[config.mk]
export PLATFORM = sky130hd
export DESIGN_NAME = afm_cmdq
export DESIGN_NICKNAME = d
export VERILOG_FILES = /design/src/hdl/afm_pkg.sv /design/src/hdl/afm_cmdq.sv
export SDC_FILE = /design/constraint.sdc
export NUM_CORES = 1
export LEC_CHECK = 0
export ABC_CLOCK_PERIOD_IN_PS = 2700
export BUFFER_PORTS_ARGS = -buffer_cell sky130_fd_sc_hd__buf_2
export CAP_MARGIN = 5
export CORE_UTILIZATION = 54
export CTS_BUF_LIST = sky130_fd_sc_hd__clkbuf_8
export DETAILED_ROUTE_END_ITERATION = 7
export GPL_TIMING_DRIVEN = 0
export PLACE_DENSITY = 0.87
export RECOVER_POWER = 50
export SLEW_MARGIN = 20
export SYNTH_ARGS = -nofsm -noshare
export SYNTH_HDL_FRONTEND = slang
export SYNTH_SLANG_ARGS = --single-unit
[constraint.sdc]
create_clock -name clk -period 2.7 [get_ports clk]
set_input_delay 0.27 -clock clk [delete_from_list [all_inputs] [get_ports clk]]
set_output_delay 0.27 -clock clk [all_outputs]
set_load 0.01 [all_outputs]
[src/hdl/afm_pkg.sv]
// Shared types and constants of the adaptive median filter.
`default_nettype none
package afm_pkg;

	localparam int PIX_W  = 8;
	localparam int FW_W   = 11;
	localparam int FH_W   = 13;
	localparam int LW_W   = 3;
	localparam int CFG_W  = 13;
	localparam int IDX_W  = 2;
	localparam int ROW_W  = 13;
	localparam int COL_W  = 13;
	localparam int WDT_W  = 14;
	localparam int RAD_W  = 3;
	localparam int KCNT_W = ROW_W + WDT_W;
	localparam int HEIGHT_CAP = 4096;
	localparam int CMDQ_DEPTH = 2;

	localparam logic [IDX_W-1:0] REG_FRAME_WIDTH    = 2'd0;
	localparam logic [IDX_W-1:0] REG_FRAME_HEIGHT   = 2'd1;
	localparam logic [IDX_W-1:0] REG_LARGEST_WINDOW = 2'd2;

	localparam logic FUNC_PIXEL = 1'b0;
	localparam logic FUNC_DRAIN = 1'b1;

	typedef struct packed {
		logic             func;
		logic [PIX_W-1:0] pixel_in;
	} in_item_t;

	typedef struct packed {
		logic [PIX_W-1:0] pixel_out;
		logic             frame_end;
	} out_item_t;

	typedef struct packed {
		logic [WDT_W-1:0] width;
		logic [ROW_W-1:0] height;
		logic [RAD_W-1:0] radius;
	} cfg_eff_t;

	typedef struct packed {
		logic             last;
		logic [ROW_W-1:0] y;
		logic [COL_W-1:0] x;
	} cmd_t;

endpackage
`default_nettype wire

[src/hdl/afm_cmdq.sv]
// Short command queue between the front and the back.
`default_nettype none
module afm_cmdq (
	input  wire logic          clk,
	input  wire logic          arst_n,
	input  wire logic          wr,
	input  wire afm_pkg::cmd_t wr_cmd,
	input  wire logic          rd,
	output afm_pkg::cmd_t      rd_cmd,
	output logic               q_full,
	output logic               q_empty
);

	localparam int PW = $clog2(afm_pkg::CMDQ_DEPTH);

	afm_pkg::cmd_t   slot_q [afm_pkg::CMDQ_DEPTH];
	logic [PW-1:0]   wptr_q;
	logic [PW-1:0]   rptr_q;
	logic [PW:0]     count_q;

	assign q_full  = (count_q == (PW+1)'(afm_pkg::CMDQ_DEPTH));
	assign q_empty = (count_q == '0);
	assign rd_cmd  = slot_q[rptr_q];

	always_ff @(posedge clk) begin
		if (wr) begin
			slot_q[wptr_q] <= wr_cmd;
		end
	end

	always_ff @(posedge clk or negedge arst_n) begin
		if (!arst_n) begin
			wptr_q  <= '0;
			rptr_q  <= '0;
			count_q <= '0;
		end else begin
			if (wr) begin
				wptr_q <= wptr_q + 1'b1;
			end
			if (rd) begin
				rptr_q <= rptr_q + 1'b1;
			end
			if (wr && !rd) begin
				count_q <= count_q + 1'b1;
			end else if (rd && !wr) begin
				count_q <= count_q - 1'b1;
			end
		end
	end

endmodule
`default_nettype wire

==> summary.txt <==
Status = finished clean
Yosys top cell by area = edfxtp_1
Layout cell share with drive strength beyond 1 = 49.1%
Tightest hold margin = 134 ps
Max Cap Violations = 0
Vias in the first global route = 1109
Io pins = 60
Initial DRC count = 64
DR vias = 1120
Post-DR wirelength/cell = 14.6 um
Crit Path Class = reg -> out
Clock buffer count from CTS = 9
Final period utilization = 79.8%
Clk slew on worst S/H paths = 60 ps
Pin count of the biggest net entering global routing = 28
Setup Skew = 4.97 ps
Post-synthesis sequential area ratio = 77.0%
Leakage = 1.10 nW
Clock sink total = 58
Post-Syn Instances = 100
Total negative slack = 0 ps
Relative slew slack = 17.6%
Post-CTS resize count = 0
Width of the die = 66.3 um
Total iterations of the first detailed-routing run = 4
Fillers = 271
HP Class = in -> reg
Worst endpoint required time = 2430 ps
Congestion Overflow GR = 0
Most frequent cell after synthesis = edfxtp_1
Final-report hold violation count = 0
Antenna diodes = 0
Worst Path Max Fanout = 10
Net count, final = 203
HP Start = wr_cmd[6]
Placeable Area = 0.00400 sq mm
Fmax = 0.464 GHz
Setup violations, final = 0
CTS HTree Levels = 3
Final Max Slew Viols = 0
Crit. End Element = output port
Worst setup SP type = register
Placement Cell Area = 0.00260 sq mm
Post-synth EDFFs = 54
Initial antenna violation count = 0
Worst path arrival time = 1890 ps
Synth unique cells = 13
Hpwl dp = 2290 um
Mapped Nets = 132
CP max stage cell = clkbuf_1
Register bit total from synthesis = 58
Yosys top cell area share = 72.6%
Ys Warns = 0
Final WL = 3290 um
Ys flop type = edfxtp_1
Power Total = 2.87 mW
Starting Density = 55.9%
Pwr/cell area = 1040 mW/mm^2
CP top delay family = buffers and inverters
Die Footprint = 0.00440 sq mm
Worst Setup SP = rptr_q$_DFFE_PN0P_
Rows = 23
Placer Congestion = 0.672
Post-Layout Inst Area = 0.00276 sq mm
Minimum clock period = 2160 ps
Finished Core Util = 69.0%
Largest cells by area after synthesis = edfxtp_1 73%, mux2_4 13%, dfrtp_1 4.5%, mux2_2 4.0%, buf_12 1.8%
Root Driver = clkbuf_8
Reg2Reg Launch Point = wptr_q$_DFFE_PN0P_
Post-CTS setup buffers = 0
Port Buffers = 59
CP bufs+invs = 3
Worst stage delay on the critical path = 560 ps
Asr flop ratio synth = 6.90%
RSZ-0062 raised after global routing = false
P&R area growth vs syn = 23.5%
First-pass GRT wire length = 4820 um
Synth cell count leaders = 54 x edfxtp_1, 19 x mux2_4, 8 x mux2_2
Least-Margin Pin Slew = 1240 ps
Avg Vias per Cell = 4.98
Clock Latency Late Sink = 320 ps
Syn avg cell area = 22.3 sq um
Vert. Die Dim = 66.3 um
TritonCTS clock tree = done
Drc violations = 0
Mapped cell area = 0.00223 sq mm
Critical Path, Cell by Cell = clkbuf_1 -> buf_12 -> mux2_4 -> buf_2
Max VDD drop = 0.660 mV
Detail Route Antenna Nets = 0
Total GRT Usage = 16.5%
Clk buf depth = 2
==> final timing paths <==
path	end	slack, ps	depth (start not counted)
setup / recovery	rd_cmd[1]	540	4
hold / removal	slot_q[0][6]$_DFFE_PP_	130	1
max in group asynchronous	rptr_q$_DFFE_PN0P_	2200	2
setup reg to reg	slot_q[1][24]$_DFFE_PP_	890	1
hold reg to reg	count_q[1]$_DFFE_PN0P_	510	1
min in group asynchronous	count_q[0]$_DFFE_PN0P_	310	2
==> registers in the layout, summed over array words and instances, names as in the netlist <==
| register | flops |
|---|---|
| slot_q | 54 |
| count_q | 2 |
| wptr_q | 1 |
| rptr_q | 1 |
==> report_power, final <==
group	internal, mW	switching (mW)
Clock	0.407	0.290
Combinational	0.477	0.424
Sequential	1.21	0.0699
Total	2.09	0.784
==> routing by layer <==
layer	GRT usage [%]	routed length (um)	vias to the layer above
met5	0	0	-
met4	11.2	82	0
met3	5.34	195	8
met2	28.3	1750	48
met1	17.1	1270	538
li1	-	-	526
==> through the flow <==
step	instances	setup WS [ps]
floorplan	100	664
global placement	209	125
detailed placement	209	1220
CTS	225	969
global route	225	479
finish	225	545
==> layout make-up <==
cell class                 instances  area (sq um)  share of cell area (%)
sequential                        58          1720                    62.4
multi-input combinational         38           465                    16.9
timing repair buffer              60           287                    10.4
clock buffer                       9           124                    4.49
tap                               50          62.6                    2.27
clock inverter                     6          51.3                    1.86
buffer                             3          43.8                    1.59
inverter                           1          3.75                   0.136
==> cell families (layout without fill, tap and decap cells) <==
group	Yosys count	count (layout)	share of synthesized area (%)
adder cells (fa/ha/maj)	1	1	0.560
multiplexers	27	27	16.8
buffers and inverters	4	79	2.46
AND/OR/NAND/NOR	5	5	1.18
XOR/XNOR	5	5	1.96
flip-flops	58	58	77.0
==> layout by cell type (no fill, tap or decap), drive strengths merged <==
cell type and n:
buf 46, clkbuf 25, dlygate4sd3 1, clkinv 3, edfxtp 54, xor2 4
ha 1, mux2 27, nor2b 2, bufinv 1, inv 3, nor2 2
xnor2 1, and2 1, dfrtp 4
==> timing repair <==
action                                 in CTS  in global routing
hold buffers                                1                  0
endpoints found under the hold margin       4                  0
setup endpoints to repair                   0                  0
Power figures use the tool's default switching activity.
