File: src/hdl/afm_pkg.sv
// Shared types and constants of the adaptive median filter.
`default_nettype none
package afm_pkg;

	localparam int PIX_W  = 8;
	localparam int FW_W   = 11;
	localparam int FH_W   = 13;
	localparam int LW_W   = 3;
	localparam int CFG_W  = 13;
	localparam int IDX_W  = 2;
	localparam int ROW_W  = 13;
	localparam int COL_W  = 13;
	localparam int WDT_W  = 14;
	localparam int RAD_W  = 3;
	localparam int KCNT_W = ROW_W + WDT_W;
	localparam int HEIGHT_CAP = 4096;
	localparam int CMDQ_DEPTH = 2;

	localparam logic [IDX_W-1:0] REG_FRAME_WIDTH    = 2'd0;
	localparam logic [IDX_W-1:0] REG_FRAME_HEIGHT   = 2'd1;
	localparam logic [IDX_W-1:0] REG_LARGEST_WINDOW = 2'd2;

	localparam logic FUNC_PIXEL = 1'b0;
	localparam logic FUNC_DRAIN = 1'b1;

	typedef struct packed {
		logic             func;
		logic [PIX_W-1:0] pixel_in;
	} in_item_t;

	typedef struct packed {
		logic [PIX_W-1:0] pixel_out;
		logic             frame_end;
	} out_item_t;

	typedef struct packed {
		logic [WDT_W-1:0] width;
		logic [ROW_W-1:0] height;
		logic [RAD_W-1:0] radius;
	} cfg_eff_t;

	typedef struct packed {
		logic             last;
		logic [ROW_W-1:0] y;
		logic [COL_W-1:0] x;
	} cmd_t;

endpackage
`default_nettype wire

File: src/hdl/afm_front.sv
// Front: accepts items, writes the line store, issues output commands.
`default_nettype none
module afm_front #(
	parameter int MAX_WIDTH  = 1024,
	parameter int MAX_WINDOW = 7
) (
	input  wire logic              clk,
	input  wire logic              arst_n,
	input  wire afm_pkg::cfg_eff_t eff,
	input  wire logic              restart,
	input  wire logic              accept,
	input  wire afm_pkg::in_item_t item,
	output logic                   wr_en,
	output logic [$clog2(2*MAX_WINDOW)+$clog2(MAX_WIDTH)-1:0] wr_addr,
	output logic [afm_pkg::PIX_W-1:0] wr_data,
	output logic                   cmd_push,
	output afm_pkg::cmd_t          cmd,
	output logic                   at_start
);

	localparam int CW = $clog2(MAX_WIDTH);
	localparam int RB = $clog2(2*MAX_WINDOW);

	logic [afm_pkg::COL_W-1:0]  in_col_q;
	logic [afm_pkg::ROW_W-1:0]  in_row_q;
	logic [afm_pkg::KCNT_W-1:0] kcnt_q;
	logic [afm_pkg::COL_W-1:0]  out_x_q;
	logic [afm_pkg::ROW_W-1:0]  out_y_q;

	logic [afm_pkg::KCNT_W-1:0] lag;
	logic [afm_pkg::WDT_W-1:0]  wm1;
	logic [afm_pkg::ROW_W-1:0]  hm1;
	logic                       done;
	logic                       pix_write;
	logic                       emit;
	logic                       last;
	logic                       col_wrap;

	assign lag = afm_pkg::KCNT_W'(eff.radius) * afm_pkg::KCNT_W'(eff.width)
		+ afm_pkg::KCNT_W'(eff.radius);
	assign wm1 = eff.width - 1'b1;
	assign hm1 = eff.height - 1'b1;
	assign done = (in_row_q >= eff.height);
	assign pix_write = (item.func == afm_pkg::FUNC_PIXEL) && !done;
	assign emit = (pix_write && (kcnt_q >= lag)) || done;
	assign last = ({1'b0, out_x_q} == wm1) && (out_y_q == hm1);
	assign col_wrap = ({1'b0, in_col_q} + 1'b1) >= eff.width;

	assign wr_en    = accept && pix_write;
	assign wr_addr  = {in_row_q[RB-1:0], in_col_q[CW-1:0]};
	assign wr_data  = item.pixel_in;
	assign cmd_push = accept && emit;
	assign cmd      = '{last: last, y: out_y_q, x: out_x_q};
	assign at_start = (in_row_q == '0) && (in_col_q == '0);

	always_ff @(posedge clk or negedge arst_n) begin
		if (!arst_n) begin
			in_col_q <= '0;
			in_row_q <= '0;
			kcnt_q   <= '0;
			out_x_q  <= '0;
			out_y_q  <= '0;
		end else if (restart) begin
			in_col_q <= '0;
			in_row_q <= '0;
			kcnt_q   <= '0;
			out_x_q  <= '0;
			out_y_q  <= '0;
		end else if (accept) begin
			if (pix_write) begin
				kcnt_q <= kcnt_q + 1'b1;
				if (col_wrap) begin
					in_col_q <= '0;
					in_row_q <= in_row_q + 1'b1;
				end else begin
					in_col_q <= in_col_q + 1'b1;
				end
			end
			if (emit) begin
				if (last) begin
					in_col_q <= '0;
					in_row_q <= '0;
					kcnt_q   <= '0;
					out_x_q  <= '0;
					out_y_q  <= '0;
				end else if ({1'b0, out_x_q} == wm1) begin
					out_x_q <= '0;
					out_y_q <= out_y_q + 1'b1;
				end else begin
					out_x_q <= out_x_q + 1'b1;
				end
			end
		end
	end

endmodule
`default_nettype wire

File: config.mk
export PLATFORM = sky130hd
export DESIGN_NAME = afm_front
export DESIGN_NICKNAME = d
export VERILOG_FILES = /design/src/hdl/afm_pkg.sv /design/src/hdl/afm_front.sv
export SDC_FILE = /design/constraint.sdc
export NUM_CORES = 1
export LEC_CHECK = 0
export BUFFER_PORTS_ARGS = -buffer_cell sky130_fd_sc_hd__buf_2
export CORE_MARGIN = 3
export CORE_UTILIZATION = 34
export CTS_CLUSTER_SIZE = 14
export DETAILED_ROUTE_END_ITERATION = 10
export PLACE_DENSITY = 0.61
export SYNTH_ARGS = -nofsm -noshare
export SYNTH_HDL_FRONTEND = slang
export SYNTH_SLANG_ARGS = --single-unit
File: constraint.sdc
create_clock -name clk -period 12.7 [get_ports clk]
set_input_delay 3.175 -clock clk [delete_from_list [all_inputs] [get_ports clk]]
set_output_delay 3.175 -clock clk [all_outputs]
set_load 0.02 [all_outputs]
==> results summary <==
The run finished with clean final reports. The number of placed I/O pins is 95. The hold buffer count at CTS came out at 0. During synthesis, Yosys emitted a total of 0 warnings.

The internal power of the cells totals 0.464 mW. The antenna violation net count after detailed routing is 0. The post-cts sizing count is 0. In this run the cell area of the synthesized design comes to 8640 um^2. Detailed placement finished with a half-perimeter wire length of 19.0 mm. Timing would allow up to 83.6 MHz. The part of the power in combinational logic is 26.4%. The tree is rooted in a sky130_fd_sc_hd__clkbuf_16.

The cell type contributing the most total cell area after synthesis is sky130_fd_sc_hd__dfrtp_1. The number of buffers created by CTS is 9. The number of synthesized flops with an enable pin came out at 0.

The sum of negative setup slack came out at 0 ns. The worst setup path is launched from an input port. The destination of the critical timing path is cmd_push. The net switching power figure came out at 0.255 mW. The complex-gate fraction of the synthesized area is 20.7%.

The placed instance count came out at 1384. The post-route clock skew came out at 0.0168 ns. The headroom to the max-slew limit is 28.3%.

The total of flip-flops plus latches after synthesis came out at 79. The shortest clock period the worst path allows after layout is 11.96 ns. At the pin with the least slew margin, the transition time is 1.07 ns.

Once the floorplan was initialized, standard cells occupied 35.0% of the core. The residual DRC count is 0. The clock network is responsible for 37.3% of the overall power. The number of global-route vias before repair came out at 7550. The routed wire length came out at 25.2 mm. The path class of the tightest hold or removal check is flop to flop.

The clock passes through at most 2 buffers. The share of flip-flops with an asynchronous set or reset after synthesis is 100%. The cell count of the worst reg-to-reg path came out at 13.

The worst path uses 94.2% of the clock period. The via count of the routed design came out at 8078. The hold violation count in the final report is 0.

The final count of negative-setup-slack endpoints came out at 0. The wire length of the first global-routing pass is 40.8 mm. In this run switching power makes up 35.4% of total power. Counting distinct cell types in the post-synthesis netlist gives 81. The layout cell share with drive strength beyond 1 came out at 12.5%. 0 antenna diodes ended up in the layout. The static leakage came out at 4.44 nW. The average routed wire per standard cell came out at 18.0 um. For this design, the sink count on the clock tree is 79.

The initial antenna violation count is 0. The number of cells in the finished layout apart from fillers is 1400. From left edge to right edge, the die measures 165 um. Of the total synthesized cell area, the portion taken by full adders, half adders and majority gates is 15.5%.

The number of input and output port buffers inserted is 78. Setup repair after global routing left no endpoint under its margin. The xor/xnor cell area share of the yosys netlist came out at 5.98%. The y dimension of the die is 165 um. The average size of a mapped cell is 8.19 um^2. In this run the worst setup path begins at eff[2]. By area, the combinational part of the netlist is dominated by simple AND/OR/NAND/NOR gates.

The clock transition at the registers of the reported paths is 0.08 ns. The area growth from synthesis to layout came out at 8.11%. The number of maximum-capacitance violations is 0. The final design area excluding fillers is 9350 um^2. The H-tree generated during clock tree synthesis spans 3 levels. The core region is 24700 um^2. The startpoint identified for the worst register-to-register timing path is in_col_q[0]. The final RePlAce weighted congestion is 0.873. The row count came out at 57. The count of pins over their slew limit is 0.

The post-CTS setup buffer count is 0. When the netlist entered floorplanning its net count stood at 1198. The synthesized instance count came out at 1056. Sequential cells burn 36.3% of the power. The critical path required time came out at 9.52 ns. The clock latency at the later pin of the worst-skew pair came out at 0.35 ns. The die covers 27400 um^2. The number of nets in the layout is 1213. Of the post-synthesis cell area, the dominant cell type holds 22.9%. The final-layout fill cell count came out at 2591. STA classifies the critical path endpoint as an output port. The post-placement cell area is 9050 um^2. The setup path with the least slack is of type input port to output port. The total iterations of the first detailed-routing run came out at 5. Entering global routing, the biggest net connects 65 pins.

VDD sags by at most 0.0694 mV. The endpoint identified for the worst register-to-register timing path is in_col_q[7]. The DRC marker count from the first detailed-route iteration came out at 610.

The area fraction in and, or, nand and nor cells after synthesis is 26.0%. The remaining global-route overflow is 0. The via density per instance came out at 5.77.

The part of the Yosys area used for sequential elements is 22.9%. Across all register-to-register paths, the minimum setup slack is 8.25 ns. TritonCTS built the clock tree. Across every metal layer, demand over resource in global routing totals 18.5%.

The dominant register cell in the synthesized netlist is sky130_fd_sc_hd__dfrtp_1. Ranked by total cell area, the synthesized netlist is headed by sky130_fd_sc_hd__dfrtp_1 (23%), sky130_fd_sc_hd__ha_1 (12%), sky130_fd_sc_hd__nand2_1 (3.8%), sky130_fd_sc_hd__inv_1 (3.4%), sky130_fd_sc_hd__fa_1 (3.2%). Multiplexer cells account for 0.608% of the synthesized area. The power density over the cells is 76.9 nW/um^2. The arrival time at the worst endpoint is 8.79 ns. The worst-path maximum fanout is 17.
## cell usage after synthesis, types with 6 or more instances
master	number
sky130_fd_sc_hd__fa_1	14
sky130_fd_sc_hd__nor2b_1	11
sky130_fd_sc_hd__dfrtp_1	79
sky130_fd_sc_hd__xor2_1	29
sky130_fd_sc_hd__nor2_1	45
sky130_fd_sc_hd__and2_1	28
sky130_fd_sc_hd__nor4b_1	9
sky130_fd_sc_hd__a31oi_1	17
sky130_fd_sc_hd__ha_1	85
sky130_fd_sc_hd__nor3b_1	11
sky130_fd_sc_hd__o21ai_0	49
sky130_fd_sc_hd__a21o_1	33
sky130_fd_sc_hd__or4_1	12
sky130_fd_sc_hd__nand4_1	22
sky130_fd_sc_hd__nand2b_1	6
sky130_fd_sc_hd__a21oi_1	39
sky130_fd_sc_hd__and3_1	28
sky130_fd_sc_hd__nor3_1	22
sky130_fd_sc_hd__inv_1	78
sky130_fd_sc_hd__a32oi_1	11
sky130_fd_sc_hd__o21a_1	7
sky130_fd_sc_hd__nand3_1	53
sky130_fd_sc_hd__a211oi_1	7
sky130_fd_sc_hd__o21ai_1	7
sky130_fd_sc_hd__nor4_1	19
sky130_fd_sc_hd__xnor2_1	30
sky130_fd_sc_hd__nand2_1	88
sky130_fd_sc_hd__or2_2	7
sky130_fd_sc_hd__buf_4	26
sky130_fd_sc_hd__a22o_1	8
sky130_fd_sc_hd__o311ai_0	7
sky130_fd_sc_hd__o31ai_1	6
sky130_fd_sc_hd__clkbuf_1	39
sky130_fd_sc_hd__or3_1	16
sky130_fd_sc_hd__buf_2	7
sky130_fd_sc_hd__o211ai_1	8
## worst min-delay path by stage
stage | startpoint | end | slack, ns | cells after the start
final | kcnt_q[25] | kcnt_q[25] | 0.51 | 1
after global placement | kcnt_q[25] | kcnt_q[25] | 0.49 | 1
after global routing | kcnt_q[21] | kcnt_q[21] | 0.53 | 1
after detailed placement | kcnt_q[21] | kcnt_q[21] | 0.50 | 1
after CTS | kcnt_q[25] | kcnt_q[25] | 0.51 | 1
after floorplan | kcnt_q[25] | kcnt_q[25] | 0.47 | 1
## per-layer routing
metal	routed length (um)	up-vias	part of all wire, %	GRT usage (%)
met3	1640	28	6.5	2.54
met5	0	-	0	0
met1	12500	3887	50	28.4
met4	369	0	1.5	4.27
li1	-	3884	-	-
met2	10700	279	42	27.2
## area by class of cell
type                    instances  area, um^2  share of cell area, %
flip-flops and latches         79        1980                   21.2
well taps                     324         405                   4.34
multi-input cells             821        5950                   63.6
inverters                      78         293                   3.13
clock inverters                 7        73.8                  0.790
repair buffers                 82         423                   4.53
clock buffers                   9         225                   2.41
## flip-flops by register name, indices dropped and copies added, names as in the netlist
| name | flops |
|---|---|
| kcnt_q | 27 |
| in_col_q | 13 |
| in_row_q | 13 |
| out_x_q | 13 |
| out_y_q | 13 |
## per-stage QoR
stage	util [%]	total power, mW	worst slack, ns	hold slack (ns)
2_1_floorplan	-	0.401	1.60	0.465
3_5_place_dp	36.7	0.454	0.722	0.498
4_1_cts	37.9	0.725	0.716	0.515
5_1_grt	37.9	0.759	0.0954	0.525
6_report	37.9	0.719	0.740	0.515
3_3_place_gp	36.7	0.452	0.827	0.495
## cells in the final DEF, fill, tap and decap left out, types with 12 or more instances in the layout
master / n
sky130_fd_sc_hd__a21o_1: 33
sky130_fd_sc_hd__a21oi_1: 39
sky130_fd_sc_hd__a31oi_1: 17
sky130_fd_sc_hd__and2_1: 28
sky130_fd_sc_hd__and3_1: 28
sky130_fd_sc_hd__buf_2: 77
sky130_fd_sc_hd__dfrtp_1: 79
sky130_fd_sc_hd__fa_1: 14
sky130_fd_sc_hd__ha_1: 85
sky130_fd_sc_hd__inv_1: 78
sky130_fd_sc_hd__nand2_1: 88
sky130_fd_sc_hd__nand3_1: 53
sky130_fd_sc_hd__nand4_1: 22
sky130_fd_sc_hd__nor2_1: 44
sky130_fd_sc_hd__nor3_1: 22
sky130_fd_sc_hd__nor4_1: 19
sky130_fd_sc_hd__o21ai_0: 49
sky130_fd_sc_hd__or3_1: 16
sky130_fd_sc_hd__or4_1: 12
sky130_fd_sc_hd__xnor2_1: 30
sky130_fd_sc_hd__xor2_1: 29
## power by group through the flow
stage / sequential (mW) / combinational [mW] / clock, mW
floorplan: 0.266 / 0.135 / 0
detailed placement: 0.266 / 0.189 / 0
global placement: 0.266 / 0.186 / 0
CTS: 0.261 / 0.190 / 0.274
finish: 0.261 / 0.190 / 0.268
global route: 0.262 / 0.217 / 0.280
## logic make-up (layout without fill, tap and decap cells)
group,after synthesis,count (layout)
compound gates,256,256
xor+xnor,59,59
fa+ha+maj,99,99
buf+inv,156,176
flops,79,79
mux,5,5
simple gates,402,402
## critical path: stages
cell	delay [ns]
sky130_fd_sc_hd__buf_2	0.24
sky130_fd_sc_hd__nand2_1	0.12
sky130_fd_sc_hd__fa_1	0.54
sky130_fd_sc_hd__inv_1	0.05
sky130_fd_sc_hd__fa_1	0.52
sky130_fd_sc_hd__inv_1	0.06
sky130_fd_sc_hd__fa_1	0.46
sky130_fd_sc_hd__nor2b_1	0.14
sky130_fd_sc_hd__o21a_1	0.14
sky130_fd_sc_hd__o21ai_0	0.10
sky130_fd_sc_hd__a21oi_1	0.22
sky130_fd_sc_hd__o2111ai_1	0.17
sky130_fd_sc_hd__a31oi_1	0.24
sky130_fd_sc_hd__a21o_1	0.15
sky130_fd_sc_hd__nand2_1	0.06
sky130_fd_sc_hd__ha_1	0.19
sky130_fd_sc_hd__nor4_1	0.31
sky130_fd_sc_hd__o221ai_1	0.18
sky130_fd_sc_hd__a211o_1	0.35
sky130_fd_sc_hd__o21ai_2	0.63
sky130_fd_sc_hd__inv_1	0.43
sky130_fd_sc_hd__buf_2	0.28
No activity file was read; power rests on OpenSTA's default activity.
