==> config.mk <==
export PLATFORM = sky130hd
export DESIGN_NAME = afm_back
export DESIGN_NICKNAME = d
export VERILOG_FILES = /design/src/hdl/afm_pkg.sv /design/src/hdl/afm_back.sv
export SDC_FILE = /design/constraint.sdc
export NUM_CORES = 1
export LEC_CHECK = 0
export BUFFER_PORTS_ARGS = -buffer_cell sky130_fd_sc_hd__buf_2
export CAP_MARGIN = 0
export CORE_MARGIN = 2
export CORE_UTILIZATION = 65
export DETAILED_ROUTE_END_ITERATION = 6
export PLACE_DENSITY = 0.93
export REMOVE_ABC_BUFFERS = 1
export SLEW_MARGIN = 10
export SYNTH_ARGS = -nofsm -noshare
export SYNTH_HDL_FRONTEND = slang
export SYNTH_SLANG_ARGS = --single-unit
==> constraint.sdc <==
create_clock -name clk -period 7.6 [get_ports clk]
set_input_delay 1.14 -clock clk [delete_from_list [all_inputs] [get_ports clk]]
set_output_delay 1.14 -clock clk [all_outputs]
set_load 0.005 [all_outputs]
==> src/hdl/afm_pkg.sv <==
// Shared types and constants of the adaptive median filter.
`default_nettype none
package afm_pkg;

	localparam int PIX_W  = 8;
	localparam int FW_W   = 11;
	localparam int FH_W   = 13;
	localparam int LW_W   = 3;
	localparam int CFG_W  = 13;
	localparam int IDX_W  = 2;
	localparam int ROW_W  = 13;
	localparam int COL_W  = 13;
	localparam int WDT_W  = 14;
	localparam int RAD_W  = 3;
	localparam int KCNT_W = ROW_W + WDT_W;
	localparam int HEIGHT_CAP = 4096;
	localparam int CMDQ_DEPTH = 2;

	localparam logic [IDX_W-1:0] REG_FRAME_WIDTH    = 2'd0;
	localparam logic [IDX_W-1:0] REG_FRAME_HEIGHT   = 2'd1;
	localparam logic [IDX_W-1:0] REG_LARGEST_WINDOW = 2'd2;

	localparam logic FUNC_PIXEL = 1'b0;
	localparam logic FUNC_DRAIN = 1'b1;

	typedef struct packed {
		logic             func;
		logic [PIX_W-1:0] pixel_in;
	} in_item_t;

	typedef struct packed {
		logic [PIX_W-1:0] pixel_out;
		logic             frame_end;
	} out_item_t;

	typedef struct packed {
		logic [WDT_W-1:0] width;
		logic [ROW_W-1:0] height;
		logic [RAD_W-1:0] radius;
	} cfg_eff_t;

	typedef struct packed {
		logic             last;
		logic [ROW_W-1:0] y;
		logic [COL_W-1:0] x;
	} cmd_t;

endpackage
`default_nettype wire

==> src/hdl/afm_back.sv <==
// Back: bitwise rank search over the window sizes, decision, result register.
`default_nettype none
module afm_back #(
	parameter int MAX_WIDTH  = 1024,
	parameter int MAX_WINDOW = 7
) (
	input  wire logic              clk,
	input  wire logic              arst_n,
	input  wire afm_pkg::cfg_eff_t eff,
	input  wire logic              cmd_valid,
	input  wire afm_pkg::cmd_t     cmd,
	output logic                   cmd_take,
	output logic                   rd_en,
	output logic [$clog2(2*MAX_WINDOW)+$clog2(MAX_WIDTH)-1:0] rd_addr,
	input  wire logic [afm_pkg::PIX_W-1:0] rd_data,
	input  wire logic              pop,
	output logic                   res_valid,
	output afm_pkg::out_item_t     res,
	output logic                   busy
);

	localparam int CW    = $clog2(MAX_WIDTH);
	localparam int RB    = $clog2(2*MAX_WINDOW);
	localparam int NS    = (MAX_WINDOW - 1) / 2;
	localparam int CNT_W = $clog2(MAX_WINDOW*MAX_WINDOW + 1);
	localparam int OW    = afm_pkg::RAD_W + 1;
	localparam int YW    = afm_pkg::ROW_W + 2;
	localparam int XW    = afm_pkg::COL_W + 2;
	localparam int PW    = afm_pkg::PIX_W;

	localparam logic [2:0] ST_IDLE  = 3'd0;
	localparam logic [2:0] ST_SWEEP = 3'd1;
	localparam logic [2:0] ST_WAIT  = 3'd2;
	localparam logic [2:0] ST_STEP  = 3'd3;
	localparam logic [2:0] ST_DONE  = 3'd4;

	logic [2:0]            state_q;
	afm_pkg::cmd_t         cmd_q;
	logic [2:0]            pass_q;
	logic signed [OW-1:0]  dy_q;
	logic signed [OW-1:0]  dx_q;
	logic [PW-1:0]         prefix_q [NS];
	logic [PW-1:0]         min_q    [NS];
	logic [PW-1:0]         max_q    [NS];
	logic [CNT_W-1:0]      cnt_q    [NS];
	logic [PW-1:0]         centre_q;
	logic                  res_valid_q;
	afm_pkg::out_item_t    res_q;

	logic                       v_s1;
	logic [afm_pkg::RAD_W-1:0]  maxabs_s1;
	logic                       centre_s1;

	logic signed [OW-1:0]  r_s;
	logic signed [OW-1:0]  ady;
	logic signed [OW-1:0]  adx;
	logic signed [YW-1:0]  yy;
	logic signed [XW-1:0]  xx;
	logic [afm_pkg::ROW_W-1:0] row;
	logic [afm_pkg::COL_W-1:0] col;
	logic [PW-1:0]         bit_mask;
	logic [PW-1:0]         chosen;

	assign r_s = signed'({1'b0, eff.radius});
	assign ady = (dy_q < 0) ? -dy_q : dy_q;
	assign adx = (dx_q < 0) ? -dx_q : dx_q;
	assign bit_mask = 8'h80 >> pass_q;

	// Clamped window coordinates replicate the border pixels.
	always_comb begin
		yy = signed'({2'b00, cmd_q.y}) + YW'(dy_q);
		xx = signed'({2'b00, cmd_q.x}) + XW'(dx_q);
		if (yy < 0) begin
			row = '0;
		end else if (yy > signed'({2'b00, eff.height - 1'b1})) begin
			row = eff.height - 1'b1;
		end else begin
			row = yy[afm_pkg::ROW_W-1:0];
		end
		if (xx < 0) begin
			col = '0;
		end else if (xx > signed'({1'b0, eff.width - 1'b1})) begin
			col = afm_pkg::COL_W'(eff.width - 1'b1);
		end else begin
			col = xx[afm_pkg::COL_W-1:0];
		end
	end

	assign rd_en   = (state_q == ST_SWEEP);
	assign rd_addr = {row[RB-1:0], col[CW-1:0]};
	assign cmd_take = (state_q == ST_IDLE) && cmd_valid;

	// The line store is read only while sweeping and in the cycles that drain the read.
	assign busy = (state_q == ST_SWEEP) || (state_q == ST_WAIT) || (state_q == ST_STEP);

	// The first size whose median is not an extreme decides the output.
	always_comb begin
		chosen = prefix_q[0];
		for (int i = 0; i < NS; i++) begin
			if (afm_pkg::RAD_W'(i + 1) == eff.radius) begin
				chosen = prefix_q[i];
			end
		end
		for (int i = NS - 1; i >= 0; i--) begin
			if ((afm_pkg::RAD_W'(i + 1) <= eff.radius) &&
				(prefix_q[i] > min_q[i]) && (prefix_q[i] < max_q[i])) begin
				chosen = ((centre_q > min_q[i]) && (centre_q < max_q[i]))
					? centre_q : prefix_q[i];
			end
		end
	end

	always_ff @(posedge clk) begin
		if (state_q == ST_IDLE && cmd_valid) begin
			cmd_q <= cmd;
			for (int i = 0; i < NS; i++) begin
				prefix_q[i] <= '0;
				min_q[i]    <= '1;
				max_q[i]    <= '0;
				cnt_q[i]    <= '0;
			end
		end else if (state_q == ST_STEP) begin
			for (int i = 0; i < NS; i++) begin
				if (cnt_q[i] <= CNT_W'(((2*i + 3) * (2*i + 3)) >> 1)) begin
					prefix_q[i] <= prefix_q[i] | bit_mask;
				end
				cnt_q[i] <= '0;
			end
		end else if (v_s1) begin
			for (int i = 0; i < NS; i++) begin
				if (maxabs_s1 <= afm_pkg::RAD_W'(i + 1)) begin
					if (rd_data < (prefix_q[i] | bit_mask)) begin
						cnt_q[i] <= cnt_q[i] + 1'b1;
					end
					if (pass_q == '0) begin
						if (rd_data < min_q[i]) begin
							min_q[i] <= rd_data;
						end
						if (rd_data > max_q[i]) begin
							max_q[i] <= rd_data;
						end
					end
				end
			end
			if (centre_s1) begin
				centre_q <= rd_data;
			end
		end
		maxabs_s1 <= (ady > adx) ? ady[afm_pkg::RAD_W-1:0] : adx[afm_pkg::RAD_W-1:0];
		centre_s1 <= (dy_q == 0) && (dx_q == 0);
		if (state_q == ST_DONE && !res_valid_q) begin
			res_q <= '{pixel_out: chosen, frame_end: cmd_q.last};
		end
	end

	always_ff @(posedge clk or negedge arst_n) begin
		if (!arst_n) begin
			state_q     <= ST_IDLE;
			pass_q      <= '0;
			dy_q        <= '0;
			dx_q        <= '0;
			v_s1        <= 1'b0;
			res_valid_q <= 1'b0;
		end else begin
			v_s1 <= (state_q == ST_SWEEP);
			if (pop && res_valid_q) begin
				res_valid_q <= 1'b0;
			end
			case (state_q)
				ST_IDLE: begin
					if (cmd_valid) begin
						pass_q  <= '0;
						dy_q    <= -r_s;
						dx_q    <= -r_s;
						state_q <= ST_SWEEP;
					end
				end
				ST_SWEEP: begin
					if (dx_q == r_s) begin
						dx_q <= -r_s;
						if (dy_q == r_s) begin
							state_q <= ST_WAIT;
						end else begin
							dy_q <= dy_q + 1'b1;
						end
					end else begin
						dx_q <= dx_q + 1'b1;
					end
				end
				ST_WAIT: begin
					state_q <= ST_STEP;
				end
				ST_STEP: begin
					if (pass_q == 3'd7) begin
						state_q <= ST_DONE;
					end else begin
						pass_q  <= pass_q + 1'b1;
						dy_q    <= -r_s;
						dx_q    <= -r_s;
						state_q <= ST_SWEEP;
					end
				end
				ST_DONE: begin
					if (!res_valid_q) begin
						res_valid_q <= 1'b1;
						state_q     <= ST_IDLE;
					end
				end
				default: begin
					state_q <= ST_IDLE;
				end
			endcase
		end
	end

	assign res_valid = res_valid_q;
	assign res       = res_q;

endmodule
`default_nettype wire

==> impl_results.md <==
* Cts bufs inserted at 17
* Data required time of the worst path at roughly 6500 ps
* Post-synthesis mux area share at between 2 and 2.5%
* Flops & latches, synth at between 150 and 200
* Height of the die at ~150 um
* Max transition margin at between 10% and 20%
* Peak per-stage delay on the critical path at approximately 800 ps
* Crit path capture type: output pin
* Count of warnings emitted by yosys at 0
* FFs w/ async S/R, synth at around a tenth
* Count of final setup violators at 0
* Fraction of power consumed by the clock network at 18.3%
* Leading post-synthesis cells by cell area: sky130_fd_sc_hd__edfxtp_1, sky130_fd_sc_hd__ha_1, sky130_fd_sc_hd__nor2_1
* Sw Share at 41.94%
* Antenna violations before repair at 0
* Final critical-path share of the clock period at about four fifths
* Number of vias per cell at about 6.6
* Synth cell count leaders: sky130_fd_sc_hd__ha_1, sky130_fd_sc_hd__edfxtp_1, sky130_fd_sc_hd__nor2_1, sky130_fd_sc_hd__inv_1, sky130_fd_sc_hd__a21oi_1
* Most used flip-flop cell after synthesis: sky130_fd_sc_hd__edfxtp_1
* Fin Clk Skew at 9.356 ps
* HPWL Detailed at 25,570 um
* Root Buffer: sky130_fd_sc_hd__clkbuf_16
* Xor and xnor area share after synthesis at about 4.2%
* Routed Antenna Nets at 0
* Depth of the CTS H-tree at 4
* Largest family of logic cells by synthesized area: adder cells
* Number of remaining DRC errors at 0
* Synth Cell Area at ~0.013 sq mm
* Critical Path Start Type: flop
* Max Slew Vio Count at 0
* RSZ-0062 raised after global routing: no
* Sequential-to-total area share from yosys stat at between 30% and 40%
* Combined area of the multi-input logic cells at 0.008070 sq mm
* Gp weighted congestion at about 0.98
* R2R Path End: min_q[0][1]
* R2R Path Start: pass_q[0]
* Total overflow reported by the global router at 0
* Minimum period implied by the final worst setup slack at slightly above 6000 ps
* Area inside the core boundary at between 0.015 and 0.02 sq mm
* Fin area at 0.01438 sq mm
* Dominant cell type by area after synthesis: sky130_fd_sc_hd__edfxtp_1
* Cell depth of the worst flop-to-flop path at 9
* Net count of the finished layout at 1,717
* Number of flops mapped to enable cells by yosys at 134
* Worst path slowest cell: sky130_fd_sc_hd__dfrtp_1
* Total power per unit cell area at around 340 mW/mm^2
* Filler Cells Inserted at roughly 1.3k
* IO Pins at between 90 and 100
* Die Area at 0.02122 sq mm
* Global-route wire length before repair at between 50,000 and 60,000 um
* Leakage power summed over all cells at 6.617 nW
* FF+latch area at 0.004504 sq mm
* Worst R2R Setup Slack at 4050 ps
* Peak Freq at 0.1623 GHz
* Number of buffers added on ports at 95
* Power share of the combinational group at about 53%
* Worst setup path category: reg -> out
* Synthesized netlist cell count at 1,321
* Setup TNS at 0 ps
* Starting Density at between 60 and 70%
* Endpoints failing hold at 0
* Number of library cell types mapped by synthesis at ~80
* Status: finished clean
* Switching power at roughly 2.0 mW
* Basic-gate share of the synthesized area counting and, or, nand and nor cells at approximately 15%
* Syn avg cell area at 9.875 sq um
* Worst-case clock buffer depth at 2
* Internal portion of total power at ~2.8 mW
* Resized cells post-CTS at 0
* Placement Cell Area at between 0.01 and 0.015 sq mm
* Floorplan die width at approximately 150 um
* Ratio of cells with drive above 1 in the final layout at between 10 and 15%
* Vias in the first global route at 10.93k
* Crit path max fanout at 21
* Total power consumption of the routed design at ~4.9 mW
* Transition time at the pin with the least slew margin at 1227 ps
* Crit-path most repeated cell: sky130_fd_sc_hd__ha_1
* Synthesized-area fraction occupied by ao, oa, aoi and oai cells at between 10% and 20%
* TritonCTS clock tree: yes
* Endpoint of the worst setup timing path: rd_addr[11]
* Clk_lat worst skew at 440 ps
* Clk slew on worst S/H paths at 60 ps
* Worst endpoint data arrival time at 5020 ps
* Routed wire length at 34,580 um
* Maximum number of pins on one net before global-route repair at 34
* Row Count at about 50
* Aggregate global-route resource usage at around a third
* Layout area overhead at 10.23%
* Count of buffers added by post-CTS timing repair for setup at 0
* Share of synthesized cell area in full adder, half adder and majority cells at 22.85%
* Count of antenna diodes in the layout at 0
* Start point of the critical path: dy_q[3]
* Cell Chain, Critical Path: ha_1 -> and3_1 -> a2111o_1 -> and3_2 -> o21ai_0 -> nand2b_1 -> xor2_1 -> ha_1 -> nand3_1 -> or4_1 -> o221ai_1 -> o211ai_1 -> mux2i_2 -> nor2b_1 -> a211oi_1 -> buf_2
* Max-cap check violation count at 0
* Proportion of netlist area held by the largest area contributor at between 30% and 40%
* Type of the tightest min-delay check: reg -> reg
* Routed len/inst at about 20 um
* Count of clock tree sinks at 154
* Total of hold buffers inserted after clock tree synthesis at 0
* Most frequently used cell type in the post-synthesis netlist: sky130_fd_sc_hd__ha_1
* DR vias at around 11k
* Detailed Route Iter0 Violations at around 1.1k
* Detailed-router iteration count before antenna repair at 7
* Largest voltage drop on the vdd net at roughly 0.00032 V
* Sequential share of power at around 28%
metal layers:
metal | track usage [%] | up-vias | wire, um
li1 | - | 5130 | -
met1 | 40.96 | 5156 | 13050
met2 | 52.19 | 696 | 15580
met3 | 7.492 | 180 | 3655
met4 | 21.03 | 0 | 2300
met5 | 0 | - | 0
cell usage in the layout, fill, tap and decap left out, types with 4 or more instances in the layout:
cell	Yosys	layout
sky130_fd_sc_hd__a2111oi_0	5	5
sky130_fd_sc_hd__a211o_1	6	6
sky130_fd_sc_hd__a211oi_1	13	13
sky130_fd_sc_hd__a21boi_0	10	10
sky130_fd_sc_hd__a21o_1	49	49
sky130_fd_sc_hd__a21oi_1	65	65
sky130_fd_sc_hd__a31oi_1	5	5
sky130_fd_sc_hd__and2_1	10	10
sky130_fd_sc_hd__and3_1	16	16
sky130_fd_sc_hd__buf_2	7	95
sky130_fd_sc_hd__bufinv_16	0	4
sky130_fd_sc_hd__clkbuf_16	0	17
sky130_fd_sc_hd__clkinv_1	1	4
sky130_fd_sc_hd__dfrtp_1	16	16
sky130_fd_sc_hd__dfxtp_1	4	4
sky130_fd_sc_hd__edfxtp_1	134	134
sky130_fd_sc_hd__ha_1	235	235
sky130_fd_sc_hd__inv_1	96	96
sky130_fd_sc_hd__mux2i_1	24	24
sky130_fd_sc_hd__nand2_1	62	62
sky130_fd_sc_hd__nand2b_1	18	18
sky130_fd_sc_hd__nand3_1	50	50
sky130_fd_sc_hd__nand3b_1	5	5
sky130_fd_sc_hd__nand4_1	26	26
sky130_fd_sc_hd__nor2_1	113	113
sky130_fd_sc_hd__nor2b_1	26	26
sky130_fd_sc_hd__nor3_1	19	19
sky130_fd_sc_hd__nor4_1	7	7
sky130_fd_sc_hd__o211ai_1	21	21
sky130_fd_sc_hd__o21a_1	16	16
sky130_fd_sc_hd__o21ai_0	50	50
sky130_fd_sc_hd__o21bai_1	19	19
sky130_fd_sc_hd__o221ai_1	14	14
sky130_fd_sc_hd__o2bb2a_1	8	8
sky130_fd_sc_hd__or2_2	12	12
sky130_fd_sc_hd__or3_1	11	11
sky130_fd_sc_hd__or4_1	6	6
sky130_fd_sc_hd__xnor2_1	34	34
sky130_fd_sc_hd__xor2_1	29	29
logic make-up after synthesis:
| kind of cell | Yosys count |
|---|---|
| AOI/OAI and AO/OA | 317 |
| xor gates and xnor gates | 63 |
| adders and majority gates | 237 |
| buffers and inverters | 125 |
| DFF | 154 |
| muxes | 28 |
| and+or+nand+nor | 397 |
worst min path at each step:
stage | from | to | slack [ps] | depth (start not counted)
2_1_floorplan | cmd_q[26] | res[0] | 400 | 0
3_3_place_gp | cmd_q[26] | res[0] | 400 | 0
3_5_place_dp | cmd_q[26] | res[0] | 420 | 0
4_1_cts | cmd_q[26] | res[0] | 430 | 0
5_1_grt | cmd_q[26] | res[0] | 450 | 0
6_report | cmd_q[26] | res[0] | 430 | 0
layout make-up:
type                       instances  area share [%]
clock inverter                    13           1.218
timing repair buffer              98           3.463
clock buffer                      19           3.011
multi-input combinational       1042           56.12
tap                              265           2.306
sequential                       154           31.32
inverter                          98           2.558
critical path: cells and delay by family (launching register included):
kind / cells / cell delay [ps]
AO/OA/AOI/OAI: 5 / 1120
XOR/XNOR: 1 / 150
buffers and inverters: 1 / 150
multiplexers: 1 / 410
flip-flops: 1 / 800
adder cells (fa/ha/maj): 2 / 690
AND/OR/NAND/NOR: 6 / 1260
registers in the layout (all words and copies together), names as in the netlist, 4 cells and up:
signal	cells
res	9
max_q	24
min_q	24
dy_q	4
centre_q	8
dx_q	4
prefix_q	24
cmd_q	27
cnt_q	18
power groups by stage:
| stage | Sequential [mW] | Clock, mW | Combinational [mW] |
|---|---|---|---|
| 6_report | 1.39 | 0.891 | 2.59 |
| 5_1_grt | 1.41 | 0.933 | 2.89 |
| 4_1_cts | 1.38 | 0.891 | 2.54 |
| 2_1_floorplan | 1.34 | 0 | 1.86 |
| 3_3_place_gp | 1.39 | 0 | 2.36 |
| 3_5_place_dp | 1.40 | 0 | 2.49 |
stage by stage:
stage / hold WS (ps) / utilization [%] / cells / setup WS, ps
after floorplan: 400.3 / - / 1294 / 1777
after global placement: 402.3 / 70.30 / 1657 / 1873
after detailed placement: 421.7 / 70.30 / 1657 / 1674
after CTS: 433.4 / 73.40 / 1689 / 1470
after global routing: 447.6 / 73.40 / 1689 / 1097
final: 428.3 / 73.40 / 1689 / 1440
(Power assumes the default switching activity.)
